**src/sv/tksk_pkg.sv**
```systemverilog
`default_nettype none
package tksk_pkg;

    localparam int K_BEST  = 16;
    localparam int MAX_OUT = 16;
    localparam int IDX_W   = (K_BEST > 1) ? $clog2(K_BEST) : 1;
    localparam int CNT_W   = $clog2(K_BEST + 1);
    localparam int RANK_W  = 4;
    localparam int ID_W    = 32;
    localparam int SCORE_W = 32;

    typedef enum logic {
        ST_IDLE,
        ST_EMIT
    } state_t;

    typedef struct packed {
        logic             insert;
        logic             load;
        logic [IDX_W-1:0] rd_idx;
        logic             last;
        logic             clear;
    } dp_cmd_t;

    typedef struct packed {
        logic [CNT_W-1:0] emit_cnt;
    } dp_stat_t;

endpackage
`default_nettype wire

```
**src/sv/tksk_dp.sv**
```systemverilog
`default_nettype none
module tksk_dp
    import tksk_pkg::*;
(
    input  wire logic                      aclk,
    input  wire logic                      aresetn,
    input  wire dp_cmd_t                   cmd,
    output dp_stat_t                       stat,
    input  wire logic [ID_W-1:0]           in_doc_id,
    input  wire logic signed [SCORE_W-1:0] in_score,
    output logic [ID_W-1:0]                out_doc_id,
    output logic signed [SCORE_W-1:0]      out_score,
    output logic [RANK_W-1:0]              out_rank,
    output logic                           out_last,
    output logic [CNT_W-1:0]               fill_count
);

    logic [ID_W-1:0]           id_reg    [K_BEST];
    logic signed [SCORE_W-1:0] score_reg [K_BEST];
    logic [CNT_W-1:0]          fill_reg, fill_next;
    logic [K_BEST-1:0]         ge;
    logic                      full;
    logic                      drop;
    logic [CNT_W-1:0]          top;

    logic [ID_W-1:0]           out_id_reg;
    logic signed [SCORE_W-1:0] out_score_reg;
    logic [RANK_W-1:0]         out_rank_reg;
    logic                      out_last_reg;

    assign full = (fill_reg == CNT_W'(K_BEST));
    assign drop = full && ge[K_BEST-1];
    assign top  = full ? CNT_W'(K_BEST - 1) : fill_reg;

    genvar i;
    generate
        for (i = 0; i < K_BEST; i++) begin : g_slot
            localparam logic [CNT_W-1:0] SLOT = CNT_W'(i);

            assign ge[i] = (SLOT < fill_reg) && (score_reg[i] >= in_score);

            if (i == 0) begin : g_head
                always_ff @(posedge aclk) begin
                    if (cmd.insert && !drop && !ge[i]) begin
                        id_reg[i]    <= in_doc_id;
                        score_reg[i] <= in_score;
                    end
                end
            end else begin : g_body
                always_ff @(posedge aclk) begin
                    if (cmd.insert && !drop && (SLOT <= top) && !ge[i]) begin
                        if (ge[i-1]) begin
                            id_reg[i]    <= in_doc_id;
                            score_reg[i] <= in_score;
                        end else begin
                            id_reg[i]    <= id_reg[i-1];
                            score_reg[i] <= score_reg[i-1];
                        end
                    end
                end
            end
        end
    endgenerate

    always_comb begin
        fill_next = fill_reg;
        if (cmd.clear) begin
            fill_next = '0;
        end else if (cmd.insert && !full) begin
            fill_next = fill_reg + CNT_W'(1);
        end
    end

    always_ff @(posedge aclk) begin
        if (!aresetn) begin
            fill_reg <= '0;
        end else begin
            fill_reg <= fill_next;
        end
    end

    always_ff @(posedge aclk) begin
        if (cmd.load) begin
            out_id_reg    <= id_reg[cmd.rd_idx];
            out_score_reg <= score_reg[cmd.rd_idx];
            out_rank_reg  <= RANK_W'(cmd.rd_idx);
            out_last_reg  <= cmd.last;
        end
    end

    assign stat.emit_cnt = (fill_reg > CNT_W'(MAX_OUT)) ? CNT_W'(MAX_OUT) : fill_reg;

    assign out_doc_id = out_id_reg;
    assign out_score  = out_score_reg;
    assign out_rank   = out_rank_reg;
    assign out_last   = out_last_reg;
    assign fill_count = fill_reg;

endmodule
`default_nettype wire

```
**src/sv/tksk_ctrl.sv**
```systemverilog
`default_nettype none
module tksk_ctrl
    import tksk_pkg::*;
(
    input  wire logic     aclk,
    input  wire logic     aresetn,
    input  wire logic     s_valid,
    input  wire logic     s_final_item,
    output logic          s_ready,
    output logic          m_valid,
    input  wire logic     m_ready,
    output dp_cmd_t       cmd,
    input  wire dp_stat_t stat
);

    state_t           state_reg, state_next;
    logic [IDX_W-1:0] idx_reg, idx_next;
    logic             out_valid_reg, out_valid_next;
    logic             accept;
    logic             slot_free;
    logic             is_last;

    assign accept    = s_valid && (state_reg == ST_IDLE);
    assign slot_free = !out_valid_reg || m_ready;
    assign is_last   = (CNT_W'(idx_reg) == (stat.emit_cnt - CNT_W'(1)));

    always_comb begin
        state_next = state_reg;
        unique case (state_reg)
            ST_IDLE: begin
                if (accept && s_final_item) begin
                    state_next = ST_EMIT;
                end
            end
            ST_EMIT: begin
                if (slot_free && is_last) begin
                    state_next = ST_IDLE;
                end
            end
            default: state_next = ST_IDLE;
        endcase
    end

    always_comb begin
        s_ready        = 1'b0;
        cmd            = '0;
        idx_next       = idx_reg;
        out_valid_next = out_valid_reg && !m_ready;
        unique case (state_reg)
            ST_IDLE: begin
                s_ready    = 1'b1;
                cmd.insert = accept;
                idx_next   = '0;
            end
            ST_EMIT: begin
                cmd.rd_idx = idx_reg;
                cmd.last   = is_last;
                if (slot_free) begin
                    cmd.load       = 1'b1;
                    cmd.clear      = is_last;
                    out_valid_next = 1'b1;
                    idx_next       = is_last ? '0 : idx_reg + IDX_W'(1);
                end
            end
            default: ;
        endcase
    end

    always_ff @(posedge aclk) begin
        if (!aresetn) begin
            state_reg     <= ST_IDLE;
            idx_reg       <= '0;
            out_valid_reg <= 1'b0;
        end else begin
            state_reg     <= state_next;
            idx_reg       <= idx_next;
            out_valid_reg <= out_valid_next;
        end
    end

    assign m_valid = out_valid_reg;

endmodule
`default_nettype wire

```
**src/sv/top_k_score_keeper_core.sv**
```systemverilog
// Top-K score keeper: keeps the best K_BEST (16) candidates by descending score.
// Input channel s_*: one candidate (doc id, signed Q16.16 score, final flag)
// per transaction. While collecting, a candidate is taken every cycle; all
// slots compare against it in parallel and shift together as it is taken.
// Ties keep arrival order; a tie with the minimum of a full list is dropped.
// A candidate with s_final_item set is inserted, then the kept list is sent
// on the m_* channel best first, one entry per transaction, rank 0 first,
// with m_last_of_run on the final entry; the list is then cleared.
// After the final candidate is accepted, the controller enters ST_EMIT and loads
// the first entry into the output register when it is free. Emission reads one
// kept entry (1 to 16) at a time via the single read port on the kept list;
// s_ready is low meanwhile. A stall on m_ready holds the output register and
// pauses emission. Input is taken again once the last entry is loaded into the
// output register, even if that entry is still waiting.
// Reset (aresetn low, synchronous) empties the list and drops any pending
// output; no clearing pass is needed.
`default_nettype none
module top_k_score_keeper_core
    import tksk_pkg::*;
(
    input  wire logic                      aclk,
    input  wire logic                      aresetn,
    input  wire logic                      s_valid,
    output logic                           s_ready,
    input  wire logic [ID_W-1:0]           s_doc_id,
    input  wire logic signed [SCORE_W-1:0] s_score,
    input  wire logic                      s_final_item,
    output logic                           m_valid,
    input  wire logic                      m_ready,
    output logic [ID_W-1:0]                m_best_doc_id,
    output logic signed [SCORE_W-1:0]      m_best_score,
    output logic [RANK_W-1:0]              m_rank,
    output logic                           m_last_of_run
);

    dp_cmd_t          cmd;
    dp_stat_t         stat;
    logic [CNT_W-1:0] fill_count;

    tksk_ctrl u_ctrl (
        .aclk         (aclk),
        .aresetn      (aresetn),
        .s_valid      (s_valid),
        .s_final_item (s_final_item),
        .s_ready      (s_ready),
        .m_valid      (m_valid),
        .m_ready      (m_ready),
        .cmd          (cmd),
        .stat         (stat)
    );

    tksk_dp u_dp (
        .aclk       (aclk),
        .aresetn    (aresetn),
        .cmd        (cmd),
        .stat       (stat),
        .in_doc_id  (s_doc_id),
        .in_score   (s_score),
        .out_doc_id (m_best_doc_id),
        .out_score  (m_best_score),
        .out_rank   (m_rank),
        .out_last   (m_last_of_run),
        .fill_count (fill_count)
    );

`ifndef ASSERT_OFF
    a_fill_bound: assert property (@(posedge aclk) disable iff (!aresetn)
        fill_count <= CNT_W'(K_BEST))
        else $error("kept list count exceeds capacity");

    a_final_blocks: assert property (@(posedge aclk) disable iff (!aresetn)
        (s_valid && s_ready && s_final_item) |=> !s_ready)
        else $error("input taken during emission");

    a_final_nonempty: assert property (@(posedge aclk) disable iff (!aresetn)
        (s_valid && s_ready && s_final_item) |=> (fill_count != '0))
        else $error("empty list after final candidate");

    a_first_rank: assert property (@(posedge aclk) disable iff (!aresetn)
        (s_valid && s_ready && s_final_item && !(m_valid && !m_ready))
        |=> ##1 (m_valid && m_rank == '0))
        else $error("emission does not start at rank zero");
`endif

endmodule
`default_nettype wire
```
**config.mk**
```make
export PLATFORM = sky130hd
export DESIGN_NAME = top_k_score_keeper_core
export DESIGN_NICKNAME = d
export VERILOG_FILES = /design/src/sv/tksk_pkg.sv /design/src/sv/tksk_dp.sv /design/src/sv/tksk_ctrl.sv /design/src/sv/top_k_score_keeper_core.sv
export SDC_FILE = /design/constraint.sdc
export NUM_CORES = 2
export LEC_CHECK = 0
export CAP_MARGIN = 25
export CELL_PAD_IN_SITES_DETAIL_PLACEMENT = 0
export CELL_PAD_IN_SITES_GLOBAL_PLACEMENT = 2
export CORE_UTILIZATION = 54
export CTS_BUF_LIST = sky130_fd_sc_hd__clkbuf_4
export CTS_CLUSTER_DIAMETER = 200
export DETAILED_ROUTE_END_ITERATION = 16
export DONT_BUFFER_PORTS = 1
export GPL_TIMING_DRIVEN = 0
export PLACE_DENSITY = 0.93
export SYNTH_ARGS = -nofsm -noshare
export SYNTH_HDL_FRONTEND = slang
export SYNTH_HIERARCHICAL = 1
export SYNTH_SLANG_ARGS = --single-unit
```
**constraint.sdc**
```tcl
create_clock -name aclk -period 24.8 [get_ports aclk]
set_input_delay 2.48 -clock aclk [delete_from_list [all_inputs] [get_ports aclk]]
set_output_delay 2.48 -clock aclk [all_outputs]
set_load 0.02 [all_outputs]
```
## Word level (Yosys, flattened, before mapping)

Memories as Yosys holds them, arrays and structs flattened. A register that Yosys moved wholly into a read port is not among the register bits.
Cells that the tools add are included.

- $add $sub $neg: 3
- $lt $le $gt $ge: 48
- Eq/ne operators: 3
- Multiplexer cells: 137
- Bitwise logic cells: 32
- Reductions and logical operators: 76

Operators by type and width:

| kind | number |
|---|---|
| $mux W32 | 30 |
| $ge A32 B32 Y1 | 16 |
| $mux W1 | 100 |
| $logic_and A1 B1 Y1 | 54 |
| $le A4 B5 Y1 const A | 8 |
| $lt A4 B5 Y1 const A | 8 |
| $or A1 B1 Y1 | 30 |
| $le A3 B5 Y1 const A | 4 |
| $logic_not A1 Y1 | 20 |
| $lt A3 B5 Y1 const A | 4 |
| $le A2 B5 Y1 const A | 2 |
| $lt A1 B5 Y1 const A | 2 |
| $lt A2 B5 Y1 const A | 2 |
| $mux W5 | 2 |
| $mux W4 | 2 |
| $pmux W4 S2 | 1 |
| $mux W7 | 1 |
| $add A5 B1 Y5 const B | 1 |
| $eq A4 B5 Y1 | 1 |
| $eq A5 B5 Y1 const B | 1 |
| $gt A5 B5 Y1 const B | 1 |
| $le A1 B5 Y1 const A | 1 |
| $sub A5 B1 Y5 const B | 1 |
| $add A4 B1 Y4 const B | 1 |
| 5 further kinds | 6 |

- Register bits: 16
- Bits in writable memories: 1024
- Input port bits: 69
- Output and inout bits: 71
- Logic and storage cells: 307
- Memories: 2

Memories:

| memory | words | width | read ports | clocked after Yosys merged registers in | wr ports | RTL line | RTL |
|---|---|---|---|---|---|---|---|
| u_dp.id_reg | 16 | 32 | 16 | 1 | 16 | tksk_dp.sv:18 | `logic [ID_W-1:0] id_reg [K_BEST];` |
| u_dp.score_reg | 16 | 32 | 17 | 1 | 16 | tksk_dp.sv:19 | `logic signed [SCORE_W-1:0] score_reg [K_BEST];` |

## Longest topological paths before layout

- Depth after elaboration: 10
- Mapped depth: 13

## Hierarchy

Netlist, hierarchy kept.

Modules (own cells, without submodules):

| module | instances | cells each | area an instance (um^2) | sequential area each (um^2) |
|---|---|---|---|---|
| tksk_dp | 1 | 4102 | 64089.0 | 32921.6 |
| tksk_ctrl | 1 | 59 | 454.2 | 120.1 |

## Least setup slack after synthesis

Ideal clock, no wire load.

- Path type: in2reg
- Start point: input port s_score[14]
- End point: memory u_dp.id_reg[14][0] (enable)
- Library setup time: 582 ps
- Arrival time: 9549 ps
- Setup slack: 14669 ps
- Stages: 10
- Cells stage by stage: clkbuf_1 > inv_1 > ha_1 > a21oi_1 > nand2_1 > a221o_1 > a2111oi_2 > nor2_4 > buf_4 > a211oi_1

RTL lines:

| item | RTL line | RTL |
|---|---|---|
| start: declaration | top_k_score_keeper_core.sv:26 | `input wire logic signed [SCORE_W-1:0] s_score,` |
| end: declaration | tksk_dp.sv:18 |  |

==> results.json <==
{
  "viasPerCell": 6.845,
  "dp_cells": 5834,
  "busiest_layer": "met2",
  "clk_path_buf_depth": 4,
  "p_per_area_nw_per_um2": 57.40,
  "fin_cells": 6364,
  "tightest_slew_ns": 1.193,
  "drive_gt1_share_pct": 41.42,
  "fin_setup_tns_ns": 0,
  "period_minus_slack_ns": 7.519,
  "worst_ep_arrival_time_ns": 8.48,
  "hold_viol_final": 0,
  "syn_nets": 4745,
  "cts-htree-levels": 5,
  "multi_input_area_um2": 30260,
  "crit_type": "in2reg",
  "antenna_found_initial": 7,
  "p_comb_share_pct": 9.0,
  "grt_max_degree": 25,
  "fin_skew_ns": 0.1379,
  "synthTopCellsByArea": "edfxtp_1 (51%), mux2_2 (16%), mux4_2 (11%)",
  "synth_area_leader_cell": "edfxtp_1",
  "slew_viol_final": 0,
  "grt_pass1_vias": 42970,
  "synthArstFlopShare_pct": 0,
  "cts_tree": "built",
  "holdBufCountCts": 0,
  "final_cell_area_um2": 72490,
  "first_pass_iters": 6,
  "synth_flop_cell": "edfxtp_1",
  "cts_resized": 0,
  "power_leakage_uw": 0.02527,
  "min_path_type": "reg2reg",
  "drtAntennaViolNets": 0,
  "clock_latency_ns": 1.31,
  "status": "complete, no violations",
  "grt_overflow": 0,
  "vdd_drop_max_v": 0.00004761,
  "dr_total_vias": 43560,
  "grt_first_pass_wirelength_mm": 297.8,
  "cts_setup_buffers": 0,
  "seqCellArea_um2": 33040,
  "maxCapViolations": 0,
  "max_freq_ghz": 0.1330,
  "r2r-start": "u_dp/score_reg[15][14]",
  "sw_frac_of_total_pct": 24.77,
  "fillers": 8912,
  "yosysTopAreaCellShare_pct": 50.85,
  "cp.required_ns": 25.76,
  "gp_congestion": 0.9357,
  "p_clk_share_pct": 39.9,
  "io_buffers": 0,
  "die_area_um2": 120900,
  "dieHeight_um": 347.7,
  "p_sw_uw": 1031,
  "clk_transition_reported_paths_ns": 0.06,
  "crit_start": "s_score[14]",
  "path_max_fanout": 19,
  "num-nets-final": 5210,
  "io-pin-count": 140,
  "die_w_um": 347.7,
  "rows": 126,
  "drt_wl_total_mm": 207.3,
  "yosysUniqueCellTypes": 79,
  "final_common_cell": "edfxtp_1",
  "finalWorstSetupSlack_ns": 17.28,
  "worstHoldStart": "u_dp/id_reg[6][29]",
  "cts.sinks": 1104,
  "end_kind": "register",
  "synth_cells": 4161,
  "synth-warning-count": 6,
  "cts_made_buffers": 318,
  "yosysSeqAreaShare_pct": 51.19,
  "synth_edf_count": 1093,
  "pwr-share-seq_pct": 51.2,
  "relSlewSlack_pct": 20.23,
  "period_share_pct": 30.32,
  "most-common-layout-cells": "edfxtp_1 (1093), mux2_2 (913), ha_1 (515), clkbuf_4 (465), mux4_2 (320)",
  "use_met1_pct": 47.06,
  "start_kind": "primary input",
  "met2_usage_pct": 51.56,
  "drt_iter0_drc": 5306,
  "ys_seq_elements": 1104,
  "power_uw": 4160,
  "cts-root-buf": "clkbuf_4",
  "drcViolationCount": 0,
  "start_util_pct": 54.59,
  "areaGrowthSynthToFinish_pct": 12.31,
  "setup-violations-final": 0,
  "wl_per_cell_um": 32.58,
  "intPower_uw": 3130,
  "use_met3_pct": 9.308,
  "preCtsSetupSlack_ns": 16.14,
  "syn_area_um2": 64540,
  "rsz0062_at_grt": "no",
  "grtUsageTotal_pct": 34.27,
  "core_um2": 118200,
  "place_area_um2": 68620,
  "syn_area_per_cell_um2": 15.51,
  "hpwlAfterDp_mm": 153.6
}
## synth_stat cells, types with 6 or more instances
library cell / count
edfxtp_1: 1093
mux2_2: 913
ha_1: 515
mux4_2: 320
a21oi_1: 197
nand2_1: 124
clkbuf_1: 108
nand4_1: 98
o21ai_0: 77
buf_2: 76
inv_1: 68
nor2_1: 61
a21o_1: 55
mux2_1: 49
nand3_1: 43
buf_1: 37
nor3_1: 35
nor2b_1: 27
a211oi_1: 24
buf_6: 18
nand2b_1: 16
nor4_1: 16
o211ai_1: 14
dfxtp_1: 11
a2111oi_0: 10
a221oi_1: 10
a31oi_1: 10
o21a_1: 9
and4_1: 8
o31ai_1: 7
and2_1: 6
## power by group through the flow
stage               Clock [uW]  Combinational [uW]  Sequential, uW
floorplan                    0                 244            2160
global placement             0                 339            2180
detailed placement           0                 364            2170
finish                    1660                 373            2130
CTS                       1690                 367            2130
global route              1790                 400            2130
## worst max-delay path, stage by stage
cell and delay, ns:
clkbuf_1 0.33, inv_1 0.49, ha_1 0.50, nand4_1 0.39, nor4_1 1.05, a21boi_0 0.32
a32o_1 0.37, nor2_4 0.38, buf_4 0.37, buf_1 0.78, nor2_4 0.32, buf_16 0.27
buf_12 0.17, buf_12 0.17
## kinds of logic after synthesis
kind of cell    share of synthesized area (%)
flops                                   51.19
xor+xnor                               0.1221
simple gates                            3.924
compound gates                          4.585
fa+ha+maj                               9.984
buf+inv                                 2.165
mux                                     28.03
## path summary, 6_finish.rpt
kind | cells past startpoint | slack (ns) | end
max reg2reg | 12 | 19.11 | u_dp/score_reg[12][4]
max | 14 | 17.28 | u_dp/score_reg[12][4]
min | 1 | 0.51 | u_dp/id_reg[7][29]
min reg2reg | 1 | 0.51 | u_dp/id_reg[7][29]
## area by class of cell
| cell class | instances | area share [%] |
|---|---|---|
| clock inverter | 54 | 0.3608 |
| inverter | 68 | 0.3521 |
| multi-input combinational | 2748 | 41.75 |
| clock buffer | 464 | 4.806 |
| buffer | 241 | 1.581 |
| antenna | 4 | 0.01381 |
| tap | 1536 | 2.651 |
| timing repair buffer | 145 | 2.905 |
| sequential | 1104 | 45.58 |
## layer usage
layer / vias to the layer above / routed length [um]
met2: 2777 / 93240
met3: 418 / 24550
li1: 18150 / -
met1: 22200 / 81060
met5: - / 74
met4: 12 / 8393
## per-stage QoR
| step | utilization [%] | hold WS [ns] |
|---|---|---|
| detailed placement | 58.04 | 0.5572 |
| finish | 61.30 | 0.5104 |
| global placement | 56.21 | 0.5468 |
| CTS | 61.20 | 0.4929 |
| global route | 61.30 | 0.5095 |
| floorplan | - | 0.4808 |
(Power assumes the default switching activity.)
